File: src/rtl/core/tqc_pkg.sv
package tqc_pkg;

    // Queue geometry.
    localparam int DEPTH         = 16;
    localparam int PAYLOAD_WIDTH = 32;
    localparam int IDX_W         = $clog2(DEPTH);
    localparam int CNT_W         = $clog2(DEPTH + 1);

    // Fixed widths of the port fields.
    localparam int PORT_PAY_W = 32;
    localparam int TAG_W      = 31;
    localparam int OCC_W      = 5;

    localparam logic [TAG_W-1:0] TAG_MAX = {TAG_W{1'b1}};

    typedef enum logic [1:0] {
        CMD_ENQ    = 2'd0,
        CMD_DEQ    = 2'd1,
        CMD_REMOVE = 2'd2,
        CMD_GET    = 2'd3
    } cmd_t;

    typedef enum logic [1:0] {
        ST_OK           = 2'd0,
        ST_NOT_FOUND    = 2'd1,
        ST_FULL         = 2'd2,
        ST_ZERO_PAYLOAD = 2'd3
    } status_t;

    typedef struct packed {
        cmd_t                  command;
        logic [PORT_PAY_W-1:0] payload_in;
        logic [TAG_W-1:0]      target_tag;
    } in_t;

    typedef struct packed {
        status_t               status;
        logic [TAG_W-1:0]      tag_out;
        logic [PORT_PAY_W-1:0] payload_out;
        logic [OCC_W-1:0]      occupancy;
    } out_t;

    typedef enum logic [2:0] {
        S_IDLE,
        S_DISPATCH,
        S_DEQ,
        S_SEARCH,
        S_RESP
    } state_t;

    // Which result the datapath captures.
    typedef enum logic [2:0] {
        RK_ENQ,
        RK_DEQ,
        RK_REMOVE,
        RK_GET,
        RK_EMPTY,
        RK_FULL,
        RK_ZERO
    } res_kind_t;

    // Source of the slot memory read address.
    typedef enum logic [1:0] {
        RD_CUR,
        RD_HEAD,
        RD_TAIL,
        RD_PREV
    } rd_sel_t;

    typedef struct packed {
        logic      latch;
        logic      rd_en;
        rd_sel_t   rd_sel;
        logic      step_clr;
        logic      do_enq;
        logic      do_unlink;
        logic      res_load;
        res_kind_t res_kind;
        logic      out_load;
    } ctrl_t;

    typedef struct packed {
        cmd_t cmd;
        logic pay_zero;
        logic full;
        logic empty;
        logic tgt_zero;
        logic tag_match;
        logic search_last;
        logic out_free;
    } stat_t;

endpackage

File: src/rtl/core/tqc_datapath.sv
module tqc_datapath (
    input  logic           aclk,
    input  logic           aresetn,
    input  tqc_pkg::in_t   in_data,
    input  tqc_pkg::ctrl_t ctrl,
    input  logic           out_ready,
    output tqc_pkg::stat_t stat,
    output tqc_pkg::out_t  out_data,
    output logic           out_valid
);

    // Lowest-numbered unused slot.
    function automatic logic [tqc_pkg::IDX_W-1:0] lowest_free(
        input logic [tqc_pkg::DEPTH-1:0] used
    );
        logic [tqc_pkg::IDX_W-1:0] idx;
        idx = '0;
        for (int i = tqc_pkg::DEPTH - 1; i >= 0; i--) begin
            if (!used[i]) begin
                idx = tqc_pkg::IDX_W'(i);
            end
        end
        return idx;
    endfunction

    // Slot memories.
    logic [tqc_pkg::PAYLOAD_WIDTH-1:0] slot_pay_mem  [tqc_pkg::DEPTH];
    logic [tqc_pkg::TAG_W-1:0]         slot_tag_mem  [tqc_pkg::DEPTH];
    logic [tqc_pkg::IDX_W-1:0]         slot_next_mem [tqc_pkg::DEPTH];
    logic [tqc_pkg::IDX_W-1:0]         slot_prev_mem [tqc_pkg::DEPTH];

    logic [tqc_pkg::PAYLOAD_WIDTH-1:0] rd_pay_reg;
    logic [tqc_pkg::TAG_W-1:0]         rd_tag_reg;
    logic [tqc_pkg::IDX_W-1:0]         rd_next_reg;
    logic [tqc_pkg::IDX_W-1:0]         rd_prev_reg;

    // Latched command.
    tqc_pkg::cmd_t                     cmd_reg, cmd_next;
    logic [tqc_pkg::PAYLOAD_WIDTH-1:0] pay_reg, pay_next;
    logic [tqc_pkg::TAG_W-1:0]         tgt_reg, tgt_next;

    // List control state.
    logic [tqc_pkg::IDX_W-1:0] head_reg, head_next;
    logic [tqc_pkg::IDX_W-1:0] tail_reg, tail_next;
    logic [tqc_pkg::IDX_W-1:0] cur_reg, cur_next;
    logic [tqc_pkg::CNT_W-1:0] count_reg, count_next;
    logic [tqc_pkg::CNT_W-1:0] step_reg, step_next;
    logic [tqc_pkg::TAG_W-1:0] last_tag_reg, last_tag_next;
    logic [tqc_pkg::DEPTH-1:0] used_reg, used_next;

    // Result and output registers.
    tqc_pkg::status_t                  res_status_reg, res_status_next;
    logic [tqc_pkg::TAG_W-1:0]         res_tag_reg, res_tag_next;
    logic [tqc_pkg::PAYLOAD_WIDTH-1:0] res_pay_reg, res_pay_next;
    tqc_pkg::out_t                     out_reg, out_next;
    logic                              out_valid_reg, out_valid_next;

    logic [tqc_pkg::IDX_W-1:0] free_slot;
    logic [tqc_pkg::TAG_W-1:0] tag_new;
    logic [tqc_pkg::IDX_W-1:0] rd_addr;
    logic                      next_we, prev_we;
    logic [tqc_pkg::IDX_W-1:0] next_wa, next_wd, prev_wa, prev_wd;

    assign free_slot = lowest_free(used_reg);
    assign tag_new   = (last_tag_reg == '0 || last_tag_reg == tqc_pkg::TAG_MAX)
                     ? tqc_pkg::TAG_W'(1) : last_tag_reg + tqc_pkg::TAG_W'(1);

    // Read address of the slot memories.
    always_comb begin
        unique case (ctrl.rd_sel)
            tqc_pkg::RD_HEAD: rd_addr = head_reg;
            tqc_pkg::RD_TAIL: rd_addr = tail_reg;
            tqc_pkg::RD_PREV: rd_addr = rd_prev_reg;
            default:          rd_addr = cur_reg;
        endcase
    end

    // Link writes for append and unlink.
    always_comb begin
        next_we = 1'b0;
        next_wa = tail_reg;
        next_wd = free_slot;
        prev_we = 1'b0;
        prev_wa = free_slot;
        prev_wd = tail_reg;
        if (ctrl.do_enq) begin
            next_we = (count_reg != '0);
            prev_we = 1'b1;
        end else if (ctrl.do_unlink) begin
            next_we = (cur_reg != head_reg);
            next_wa = rd_prev_reg;
            next_wd = rd_next_reg;
            prev_we = (cur_reg != tail_reg);
            prev_wa = rd_next_reg;
            prev_wd = rd_prev_reg;
        end
    end

    // Slot memories with registered read.
    always_ff @(posedge aclk) begin
        if (ctrl.do_enq) begin
            slot_pay_mem[free_slot] <= pay_reg;
            slot_tag_mem[free_slot] <= tag_new;
        end
        if (next_we) begin
            slot_next_mem[next_wa] <= next_wd;
        end
        if (prev_we) begin
            slot_prev_mem[prev_wa] <= prev_wd;
        end
        if (ctrl.rd_en) begin
            rd_pay_reg  <= slot_pay_mem[rd_addr];
            rd_tag_reg  <= slot_tag_mem[rd_addr];
            rd_next_reg <= slot_next_mem[rd_addr];
            rd_prev_reg <= slot_prev_mem[rd_addr];
        end
    end

    // Command latch, read pointer and walk counter.
    always_comb begin
        cmd_next  = cmd_reg;
        pay_next  = pay_reg;
        tgt_next  = tgt_reg;
        cur_next  = cur_reg;
        step_next = step_reg;
        if (ctrl.latch) begin
            cmd_next = in_data.command;
            pay_next = in_data.payload_in[tqc_pkg::PAYLOAD_WIDTH-1:0];
            tgt_next = in_data.target_tag;
        end
        if (ctrl.rd_en) begin
            cur_next = rd_addr;
            if (ctrl.step_clr) begin
                step_next = '0;
            end else if (ctrl.rd_sel == tqc_pkg::RD_PREV) begin
                step_next = step_reg + tqc_pkg::CNT_W'(1);
            end
        end
    end

    // List bookkeeping for append and unlink.
    always_comb begin
        head_next     = head_reg;
        tail_next     = tail_reg;
        count_next    = count_reg;
        last_tag_next = last_tag_reg;
        used_next     = used_reg;
        if (ctrl.do_enq) begin
            used_next[free_slot] = 1'b1;
            if (count_reg == '0) begin
                head_next = free_slot;
            end
            tail_next     = free_slot;
            count_next    = count_reg + tqc_pkg::CNT_W'(1);
            last_tag_next = tag_new;
        end else if (ctrl.do_unlink) begin
            used_next[cur_reg] = 1'b0;
            if (cur_reg == head_reg) begin
                head_next = rd_next_reg;
            end
            if (cur_reg == tail_reg) begin
                tail_next = rd_prev_reg;
            end
            count_next = count_reg - tqc_pkg::CNT_W'(1);
            if (count_reg == tqc_pkg::CNT_W'(1)) begin
                head_next = '0;
                tail_next = '0;
            end
        end
    end

    // Result capture.
    always_comb begin
        res_status_next = res_status_reg;
        res_tag_next    = res_tag_reg;
        res_pay_next    = res_pay_reg;
        if (ctrl.res_load) begin
            res_status_next = tqc_pkg::ST_OK;
            res_tag_next    = '0;
            res_pay_next    = '0;
            unique case (ctrl.res_kind)
                tqc_pkg::RK_ENQ: begin
                    res_tag_next = tag_new;
                end
                tqc_pkg::RK_DEQ: begin
                    res_tag_next = rd_tag_reg;
                    res_pay_next = rd_pay_reg;
                end
                tqc_pkg::RK_REMOVE: begin
                    res_tag_next = tgt_reg;
                end
                tqc_pkg::RK_GET: begin
                    res_tag_next = tgt_reg;
                    res_pay_next = rd_pay_reg;
                end
                tqc_pkg::RK_FULL: begin
                    res_status_next = tqc_pkg::ST_FULL;
                end
                tqc_pkg::RK_ZERO: begin
                    res_status_next = tqc_pkg::ST_ZERO_PAYLOAD;
                end
                default: begin
                    res_status_next = tqc_pkg::ST_NOT_FOUND;
                end
            endcase
        end
    end

    // Output register; a new result loads when the old one is gone.
    always_comb begin
        out_next       = out_reg;
        out_valid_next = out_valid_reg;
        if (ctrl.out_load) begin
            out_next.status      = res_status_reg;
            out_next.tag_out     = res_tag_reg;
            out_next.payload_out = tqc_pkg::PORT_PAY_W'(res_pay_reg);
            out_next.occupancy   = tqc_pkg::OCC_W'(count_reg);
            out_valid_next       = 1'b1;
        end else if (out_ready) begin
            out_valid_next = 1'b0;
        end
    end

    always_ff @(posedge aclk) begin
        cmd_reg        <= cmd_next;
        pay_reg        <= pay_next;
        tgt_reg        <= tgt_next;
        cur_reg        <= cur_next;
        step_reg       <= step_next;
        res_status_reg <= res_status_next;
        res_tag_reg    <= res_tag_next;
        res_pay_reg    <= res_pay_next;
        out_reg        <= out_next;
    end

    always_ff @(posedge aclk) begin
        if (!aresetn) begin
            head_reg      <= '0;
            tail_reg      <= '0;
            count_reg     <= '0;
            last_tag_reg  <= '0;
            used_reg      <= '0;
            out_valid_reg <= 1'b0;
        end else begin
            head_reg      <= head_next;
            tail_reg      <= tail_next;
            count_reg     <= count_next;
            last_tag_reg  <= last_tag_next;
            used_reg      <= used_next;
            out_valid_reg <= out_valid_next;
        end
    end

    // Status toward the controller.
    always_comb begin
        stat.cmd         = cmd_reg;
        stat.pay_zero    = (pay_reg == '0);
        stat.full        = (count_reg == tqc_pkg::CNT_W'(tqc_pkg::DEPTH));
        stat.empty       = (count_reg == '0);
        stat.tgt_zero    = (tgt_reg == '0);
        stat.tag_match   = used_reg[cur_reg] && (rd_tag_reg == tgt_reg);
        stat.search_last = ((step_reg + tqc_pkg::CNT_W'(1)) == count_reg);
        stat.out_free    = !out_valid_reg || out_ready;
    end

    assign out_data  = out_reg;
    assign out_valid = out_valid_reg;

endmodule

File: src/rtl/core/tqc_ctrl.sv
module tqc_ctrl (
    input  logic           aclk,
    input  logic           aresetn,
    input  logic           in_valid,
    input  tqc_pkg::stat_t stat,
    output logic           in_ready,
    output tqc_pkg::ctrl_t ctrl
);

    tqc_pkg::state_t state_reg, state_next;

    // Next state.
    always_comb begin
        state_next = state_reg;
        unique case (state_reg)
            tqc_pkg::S_IDLE: begin
                if (in_valid) begin
                    state_next = tqc_pkg::S_DISPATCH;
                end
            end
            tqc_pkg::S_DISPATCH: begin
                unique case (stat.cmd)
                    tqc_pkg::CMD_ENQ: begin
                        state_next = tqc_pkg::S_RESP;
                    end
                    tqc_pkg::CMD_DEQ: begin
                        state_next = stat.empty ? tqc_pkg::S_RESP : tqc_pkg::S_DEQ;
                    end
                    default: begin
                        state_next = (stat.empty || stat.tgt_zero)
                                   ? tqc_pkg::S_RESP : tqc_pkg::S_SEARCH;
                    end
                endcase
            end
            tqc_pkg::S_DEQ: begin
                state_next = tqc_pkg::S_RESP;
            end
            tqc_pkg::S_SEARCH: begin
                if (stat.tag_match || stat.search_last) begin
                    state_next = tqc_pkg::S_RESP;
                end
            end
            tqc_pkg::S_RESP: begin
                if (stat.out_free) begin
                    state_next = tqc_pkg::S_IDLE;
                end
            end
            default: begin
                state_next = tqc_pkg::S_IDLE;
            end
        endcase
    end

    // Datapath commands.
    always_comb begin
        ctrl          = '0;
        ctrl.rd_sel   = tqc_pkg::RD_CUR;
        ctrl.res_kind = tqc_pkg::RK_EMPTY;
        in_ready      = 1'b0;
        unique case (state_reg)
            tqc_pkg::S_IDLE: begin
                in_ready   = 1'b1;
                ctrl.latch = in_valid;
            end
            tqc_pkg::S_DISPATCH: begin
                unique case (stat.cmd)
                    tqc_pkg::CMD_ENQ: begin
                        ctrl.res_load = 1'b1;
                        if (stat.pay_zero) begin
                            ctrl.res_kind = tqc_pkg::RK_ZERO;
                        end else if (stat.full) begin
                            ctrl.res_kind = tqc_pkg::RK_FULL;
                        end else begin
                            ctrl.res_kind = tqc_pkg::RK_ENQ;
                            ctrl.do_enq   = 1'b1;
                        end
                    end
                    tqc_pkg::CMD_DEQ: begin
                        if (stat.empty) begin
                            ctrl.res_load = 1'b1;
                        end else begin
                            ctrl.rd_en  = 1'b1;
                            ctrl.rd_sel = tqc_pkg::RD_HEAD;
                        end
                    end
                    default: begin
                        if (stat.empty || stat.tgt_zero) begin
                            ctrl.res_load = 1'b1;
                        end else begin
                            ctrl.rd_en    = 1'b1;
                            ctrl.rd_sel   = tqc_pkg::RD_TAIL;
                            ctrl.step_clr = 1'b1;
                        end
                    end
                endcase
            end
            tqc_pkg::S_DEQ: begin
                ctrl.do_unlink = 1'b1;
                ctrl.res_load  = 1'b1;
                ctrl.res_kind  = tqc_pkg::RK_DEQ;
            end
            tqc_pkg::S_SEARCH: begin
                if (stat.tag_match) begin
                    ctrl.res_load = 1'b1;
                    if (stat.cmd == tqc_pkg::CMD_REMOVE) begin
                        ctrl.do_unlink = 1'b1;
                        ctrl.res_kind  = tqc_pkg::RK_REMOVE;
                    end else begin
                        ctrl.res_kind = tqc_pkg::RK_GET;
                    end
                end else if (stat.search_last) begin
                    ctrl.res_load = 1'b1;
                end else begin
                    ctrl.rd_en  = 1'b1;
                    ctrl.rd_sel = tqc_pkg::RD_PREV;
                end
            end
            tqc_pkg::S_RESP: begin
                ctrl.out_load = stat.out_free;
            end
            default: begin
                in_ready = 1'b0;
            end
        endcase
    end

    always_ff @(posedge aclk) begin
        if (!aresetn) begin
            state_reg <= tqc_pkg::S_IDLE;
        end else begin
            state_reg <= state_next;
        end
    end

endmodule

File: src/rtl/core/tagged_queue_with_cancel_core.sv
// Each command is latched, dispatched and answered through the output register; dequeue
// reads the head slot first, and remove and get examine up to 16 entries before answering.
// No new command is accepted until the previous result is loaded for output; the search
// walks the linked slots newest to oldest, one slot memory read per cycle.
// Reset (aresetn, synchronous, active low) empties the queue and restarts tags at 1.
module tagged_queue_with_cancel_core (
    input  logic          aclk,
    input  logic          aresetn,
    input  logic          s_valid,
    output logic          s_ready,
    input  tqc_pkg::in_t  s_data,
    output logic          m_valid,
    input  logic          m_ready,
    output tqc_pkg::out_t m_data
);

    tqc_pkg::ctrl_t ctrl;
    tqc_pkg::stat_t stat;

    tqc_ctrl u_ctrl (
        .aclk     (aclk),
        .aresetn  (aresetn),
        .in_valid (s_valid),
        .stat     (stat),
        .in_ready (s_ready),
        .ctrl     (ctrl)
    );

    tqc_datapath u_datapath (
        .aclk      (aclk),
        .aresetn   (aresetn),
        .in_data   (s_data),
        .ctrl      (ctrl),
        .out_ready (m_ready),
        .stat      (stat),
        .out_data  (m_data),
        .out_valid (m_valid)
    );

    // One command is worked on at a time.
    a_one_at_a_time: assert property (@(posedge aclk) disable iff (!aresetn)
        (s_valid && s_ready) |=> !s_ready)
        else $error("input accepted while a command is in progress");

    // Occupancy never exceeds the queue depth.
    a_occupancy: assert property (@(posedge aclk) disable iff (!aresetn)
        m_valid |-> (m_data.occupancy <= tqc_pkg::OCC_W'(tqc_pkg::DEPTH)))
        else $error("occupancy above depth");

    // A successful command always reports a real tag.
    a_ok_tag: assert property (@(posedge aclk) disable iff (!aresetn)
        (m_valid && m_data.status == tqc_pkg::ST_OK) |-> (m_data.tag_out != '0))
        else $error("successful result with zero tag");

    // A failed command reports neither tag nor payload.
    a_fail_clear: assert property (@(posedge aclk) disable iff (!aresetn)
        (m_valid && m_data.status != tqc_pkg::ST_OK)
        |-> (m_data.tag_out == '0 && m_data.payload_out == '0))
        else $error("failed result carries tag or payload");

endmodule

File: config.mk
export PLATFORM = sky130hd
export DESIGN_NAME = tagged_queue_with_cancel_core
export DESIGN_NICKNAME = d
export VERILOG_FILES = /design/src/rtl/core/tqc_pkg.sv /design/src/rtl/core/tqc_datapath.sv /design/src/rtl/core/tqc_ctrl.sv /design/src/rtl/core/tagged_queue_with_cancel_core.sv
export SDC_FILE = /design/constraint.sdc
export NUM_CORES = 2
export LEC_CHECK = 0
export BUFFER_PORTS_ARGS = -buffer_cell sky130_fd_sc_hd__buf_2
export CORE_ASPECT_RATIO = 1.5
export CORE_UTILIZATION = 45
export CTS_CLUSTER_SIZE = 28
export DETAILED_ROUTE_END_ITERATION = 10
export GPL_ROUTABILITY_DRIVEN = 0
export HOLD_SLACK_MARGIN = 0.06
export PLACE_DENSITY = 0.57
export REMOVE_ABC_BUFFERS = 1
export SYNTH_ARGS = -nofsm -noshare
export SYNTH_HDL_FRONTEND = slang
export SYNTH_SLANG_ARGS = --single-unit
File: constraint.sdc
create_clock -name aclk -period 19 [get_ports aclk]
set_input_delay 1.9 -clock aclk [delete_from_list [all_inputs] [get_ports aclk]]
set_output_delay 1.9 -clock aclk [all_outputs]
set_load 0.02 [all_outputs]
[After elaboration in Yosys (flattened, before gate mapping)]
Memory sizes are Yosys's and may differ from the RTL's. A register that Yosys moved wholly into a read port is not among the register bits.
Index checks and enable logic that the tools add are counted.
Word-level totals
  bits in registers: 273
  memory bits (writable): 1136
  input bits: 69
  output and inout bits: 72
  word-level logic and storage cells: 181
  memories: 4
Operators by class
  add/subtract/negate cells: 4
  order comparisons: 4
  equal/unequal tests: 27
  mux-type cells: 91
  bitwise logic cells: 3
  reduce and logical (&&, ||, !) cells: 29
Memories
  u_datapath.slot_pay_mem: words 16, bits a word 32, read ports 1, clocked after Yosys merged registers in 1, wr ports 1, RTL line tqc_datapath.sv:27  | logic [tqc_pkg::PAYLOAD_WIDTH-1:0] slot_pay_mem [tqc_pkg::DEPTH];
  u_datapath.slot_tag_mem: words 16, bits a word 31, read ports 1, clocked after Yosys merged registers in 1, wr ports 1, RTL line tqc_datapath.sv:28  | logic [tqc_pkg::TAG_W-1:0] slot_tag_mem [tqc_pkg::DEPTH];
  u_datapath.slot_next_mem: words 16, bits a word 4, read ports 1, clocked after Yosys merged registers in 1, wr ports 1, RTL line tqc_datapath.sv:29  | logic [tqc_pkg::IDX_W-1:0] slot_next_mem [tqc_pkg::DEPTH];
  u_datapath.slot_prev_mem: words 16, bits a word 4, read ports 1, clocked after Yosys merged registers in 1, wr ports 1, RTL line tqc_datapath.sv:30  | logic [tqc_pkg::IDX_W-1:0] slot_prev_mem [tqc_pkg::DEPTH];
Operator list (number)
  4-bit two-way mux: 30
  31-bit one-hot mux with 3 select lines: 1
  31-bit logical NOT: 2
  3-bit two-way mux: 12
  32-bit logical NOT: 1
  16-bit two-way mux: 2
  31-bit by 1-bit adder with 31-bit output, second input constant: 1
  31-bit equality test: 1
  31-bit equality test, second input constant: 1
  31-bit two-way mux: 1
  1-bit two-way mux: 29
  4-bit one-hot mux with 3 select lines: 2
  3-bit one-hot mux with 2 select lines: 3
  16-bit bitwise AND: 1
  16-bit NOT: 1
  16-bit bitwise OR: 1
  5-bit two-way mux: 3
  3-bit one-hot mux with 5 select lines: 1
  3-bit by 2-bit equality test with 1-bit output, second input constant: 4
  5-bit by 1-bit adder with 5-bit output, second input constant: 2
  4-bit by 5-bit < comparator with 1-bit output, second input constant: 2
  3-bit equality test, second input constant: 3
  1-bit demux with 4-bit select: 2
  4-bit equality test: 2
  other kinds (28): 50

[Depth between registers and ports, before layout]
  word-level depth: 22
  depth in mapped cells: 14
  gate-level depth less buffers: 12

[By module]
Synthesis repeated with hierarchy kept, for this count alone.
Second synthesis, totals
  cell total of the unflattened synthesis: 3481
  area, all modules: 59736.0 um^2
Modules (own cells, without submodules)
  tqc_datapath: times used 1, cells an instance 3426, area each 59368.2 um^2, sequential area each 43742.0 um^2
  tqc_ctrl: times used 1, cells an instance 55, area each 367.9 um^2, sequential area each 60.1 um^2

[Least setup slack after synthesis]
No wires, ideal clock.
  path kind: register -> register
  start point: register u_datapath.count_reg[0] in the netlist's numbering
  end point: memory u_datapath.slot_pay_mem[5][0] in the netlist's numbering, enable pin
  library setup time: 563 ps
  data arrival time: 6101 ps
  required time: 18437 ps
  path slack: 12335 ps
  stages on the path, launching flop included: 8
  path buffers: 1
  period minus slack after synthesis: 6665 ps
  cell sequence: dfxtp_1 > inv_1 > ha_1 > and3_1 > nor2_1 > clkbuf_1 > nand3_1 > nor3_1
Between the ends
  cells in the longest elaborated chain, start to end: 7
Ends and longest elaborated chain
  start, declared: RTL line tqc_datapath.sv:46  | logic [tqc_pkg::CNT_W-1:0] count_reg, count_next;
  start signal, assigned: RTL line tqc_datapath.sv:247  | count_reg <= count_next;
  5-bit equality test: RTL line tqc_datapath.sv:258  | stat.full = (count_reg == tqc_pkg::CNT_W'(tqc_pkg::DEPTH));
  1-bit two-way mux: RTL line tqc_ctrl.sv:71  | end else if (stat.full) begin
  1-bit two-way mux: RTL line tqc_ctrl.sv:69  | if (stat.pay_zero) begin
  1-bit two-way mux: RTL line tqc_ctrl.sv:66  | unique case (stat.cmd)
  2-bit two-way mux: RTL line tqc_ctrl.sv:60  | unique case (state_reg)
  1-bit two-way mux: RTL line tqc_datapath.sv:101  | if (ctrl.do_enq) begin
  1-bit two-way mux (implied by the code): RTL line tqc_datapath.sv:102  | slot_pay_mem[free_slot] <= pay_reg;
  end, declared: RTL line tqc_datapath.sv:27
Every way passes these cells.

==> results.tsv <==
stage	metric	value	unit
status	run status	complete, no violations	
setup_path	cell breakdown of the critical path	xnor2_1, nand4_1, nor4_1, nand3_2, a21o_4, o22ai_4, buf_4, buf_4, a311oi_1, a2111o_1	
timing	final period utilization	34.6	%
route	routed via count	34507	
finish	sequential standard cell area	0.0438	sq mm
flow_run	max_cap viols	0	
power_and_ir_drop	Cell Pwr Density	99.8	mW/mm^2
route	iteration-0 DRC count of the detailed router	3630	
route	Final ANT Viol Nets	0	
synthesis	synthesized area per cell	15.5	sq um
synthesis	Post-synth EDFFs	1416	
power_and_ir_drop	worst vdd ir	0.0935	mV
floorplan	Die Span Y	446	um
cts	clk buf depth	3	
setup_path	CP Max Fanout	90	
setup_path	slowest stage cell, crit path	nor4_1	
cts	H-tree levels	4	
route	post-DR wirelength/cell	28.1	um
timing	RSZ-0062 raised after global routing	no	
finish	share of layout cells above drive strength 1	12.3	%
synthesis	post-synthesis sequential area ratio	74.2	%
floorplan	Die Footprint	0.133	sq mm
timing	Slew Viols, Final	0	
floorplan	core area	0.130	sq mm
cts	Post CTS Setup Buffer Count	0	
grt	first-pass GRT wire length	234	mm
synthesis	post-synth design cell area	0.0590	sq mm
route	Vias/cell	5.99	
grt	antenna violations before repair	2	
cts	root buf cell	clkbuf_16	
cts	Worst-path clk slew	0.06	ns
timing	# setup viols final	0	
finish	Biggest register	u_datapath.slot_pay_mem	
place	number of I/O port buffers	140	
floorplan	initial core utilization	45.4	%
cts	CTS tree	built	
synthesis	Yosys warnings	0	
finish	nets@finish	3995	
timing	minimum clock period	6.57	ns
finish	Final Cell Area	0.0662	sq mm
grt	largest net degree at the start of global routing	141	
cts	CTS Sinks	1480	
finish	Layout fillers	10851	
floorplan	cell row count	162	
finish	multi-input logic area	0.0140	sq mm
timing	Worst-Margin Slew	1.29	ns
setup_path	kind of critical path	reg2reg	
floorplan	Die Wd	298	um
cts	Post-CTS Resized	0	
finish	max reg flops	512	
setup_path	Critical Path Start Type	flip-flop	
synthesis	FF+latch count, synth	1480	
synthesis	ys async rst share	0	%
finish	most frequent cells in the layout	edfxtp_1, nand2_1, and3_1	
synthesis	Synth top area share	72.0	%
finish	commonest non-fill, non-tap cell in the layout	edfxtp_1	
timing	Final Hold Viols	0	
hold_path	Hold Path Class	reg2reg	
finish	Layout area overhead	12.1	%
route	routed wire length	162	mm
setup_path	Crit path buffers/inverters	2	
synthesis	largest area contributor in the netlist	edfxtp_1	
setup_path	CP max stage delay	0.99	ns
power_and_ir_drop	Static Leak	22.4	nW
setup_path	kind of end point of the critical path	flip-flop	
synthesis	ys flop type	edfxtp_1	
setup_path	WP data required	19.51	ns
synthesis	post-synth cell types	76	
place	Post-DP Area	0.0615	sq mm
grt	Overflow after GRT	0	
cts	CTS Buf Count	142	
timing	Fmax	152	MHz
synthesis	largest cells by area after synthesis	edfxtp_1, mux2i_1, nand2_1	
grt	Total Routing Usage GR	24.3	%
grt	number of global-route vias before repair	34104	
timing	setup_tns	0	ns
setup_path	CP most frequent cell	buf_4	
setup_path	CP top delay family	compound AO/OA/AOI/OAI gates	
timing	Setup Skew	0.0335	ns
route	DRT Pass-1 Iters	6	
place	post-DP HPWL	88.2	mm
floorplan	# IOs	141	
cts	# hold bufs at CTS	0	
cts	Clock Latency Late Sink	0.79	ns
setup_path	CP arrival	7.07	ns
synthesis	Synth Instances	3810	
timing	Slew Limit Headroom	14.0	%
route	DR DRC count	0	
[worst reg2reg max path: cells and delay by family (launching register included)]
kind                      cells  cell delay [ns]
AOI/OAI and AO/OA             4             2.00
buffers and inverters         2             1.79
and+or+nand+nor               3             1.75
DFF                           1             0.52
xor gates and xnor gates      1             0.25
[cells by family (layout without fill, tap and decap cells)]
family,after synthesis,after routing,synth area share [%]
xor+xnor,86,86,1.30
compound gates,676,676,9.55
fa+ha+maj,7,7,0.148
mux,227,227,3.96
buf+inv,310,534,2.54
flops,1480,1480,74.2
other cells,0,1,0
simple gates,1024,1024,8.31
[Yosys cell counts (26+ instances only)]
cell / instances
nand3_1: 26
nor2_1: 79
a311oi_1: 213
nor2b_1: 42
xor2_1: 31
inv_1: 42
and3_1: 226
edfxtp_1: 1416
mux2i_1: 220
a211oi_1: 215
xnor2_1: 54
a2111o_1: 71
dfxtp_1: 64
nor3_1: 38
buf_2: 106
nand2_1: 509
clkbuf_1: 113
a21boi_0: 26
[power by group]
part	switching, mW	internal [mW]
logic	0.0851	0.0355
registers	0.0346	3.58
clock network	1.24	1.63
total	1.36	5.25
[per-layer routing]
layer	GRT usage, %	wire length [um]	up-vias	share of wire (%)
li1	-	-	15239	-
met1	31.5	66200	17843	41
met2	42.4	82700	1205	51
met3	2.79	8570	220	5.3
met4	7.82	4430	0	2.7
met5	0	0	-	0
[layout make-up]
class                      instances  area share (%)
antenna                            1         0.00378
clock buffer                     176            5.74
clock inverter                    83            1.34
inverter                          45           0.282
multi-input combinational       2020            21.1
sequential                      1480            66.2
tap                             1722            3.26
timing repair buffer             230            2.10
[metrics by stage]
stage	hold slack, ns	setup WS (ns)	std cells	total power, mW	utilization, %
6_report	0.409	12.43	5757	6.60	50.9
5_1_grt	0.423	12.18	5756	6.77	50.9
4_1_cts	0.409	12.53	5756	6.65	50.9
3_5_place_dp	0.405	12.51	5497	3.81	47.3
3_3_place_gp	0.400	12.48	5497	3.80	47.3
2_1_floorplan	0.400	2.34	3545	3.74	-
[path summary, 6_finish.rpt]
kind                                            start                                  to  slack, ns  depth (start not counted)
min          u_datapath.res_pay_reg[12]$_SDFFCE_PN0P_   u_datapath.out_data[17]$_DFFE_PP_       0.41                          0
max reg2reg       u_datapath.rd_tag_reg[29]$_DFFE_PP_  u_datapath.rd_tag_reg[4]$_DFFE_PP_      12.43                         10
min reg2reg  u_datapath.res_pay_reg[12]$_SDFFCE_PN0P_   u_datapath.out_data[17]$_DFFE_PP_       0.41                          0
max               u_datapath.rd_tag_reg[29]$_DFFE_PP_  u_datapath.rd_tag_reg[4]$_DFFE_PP_      12.43                         10
Note: power is estimated with default switching activity, not from simulation.
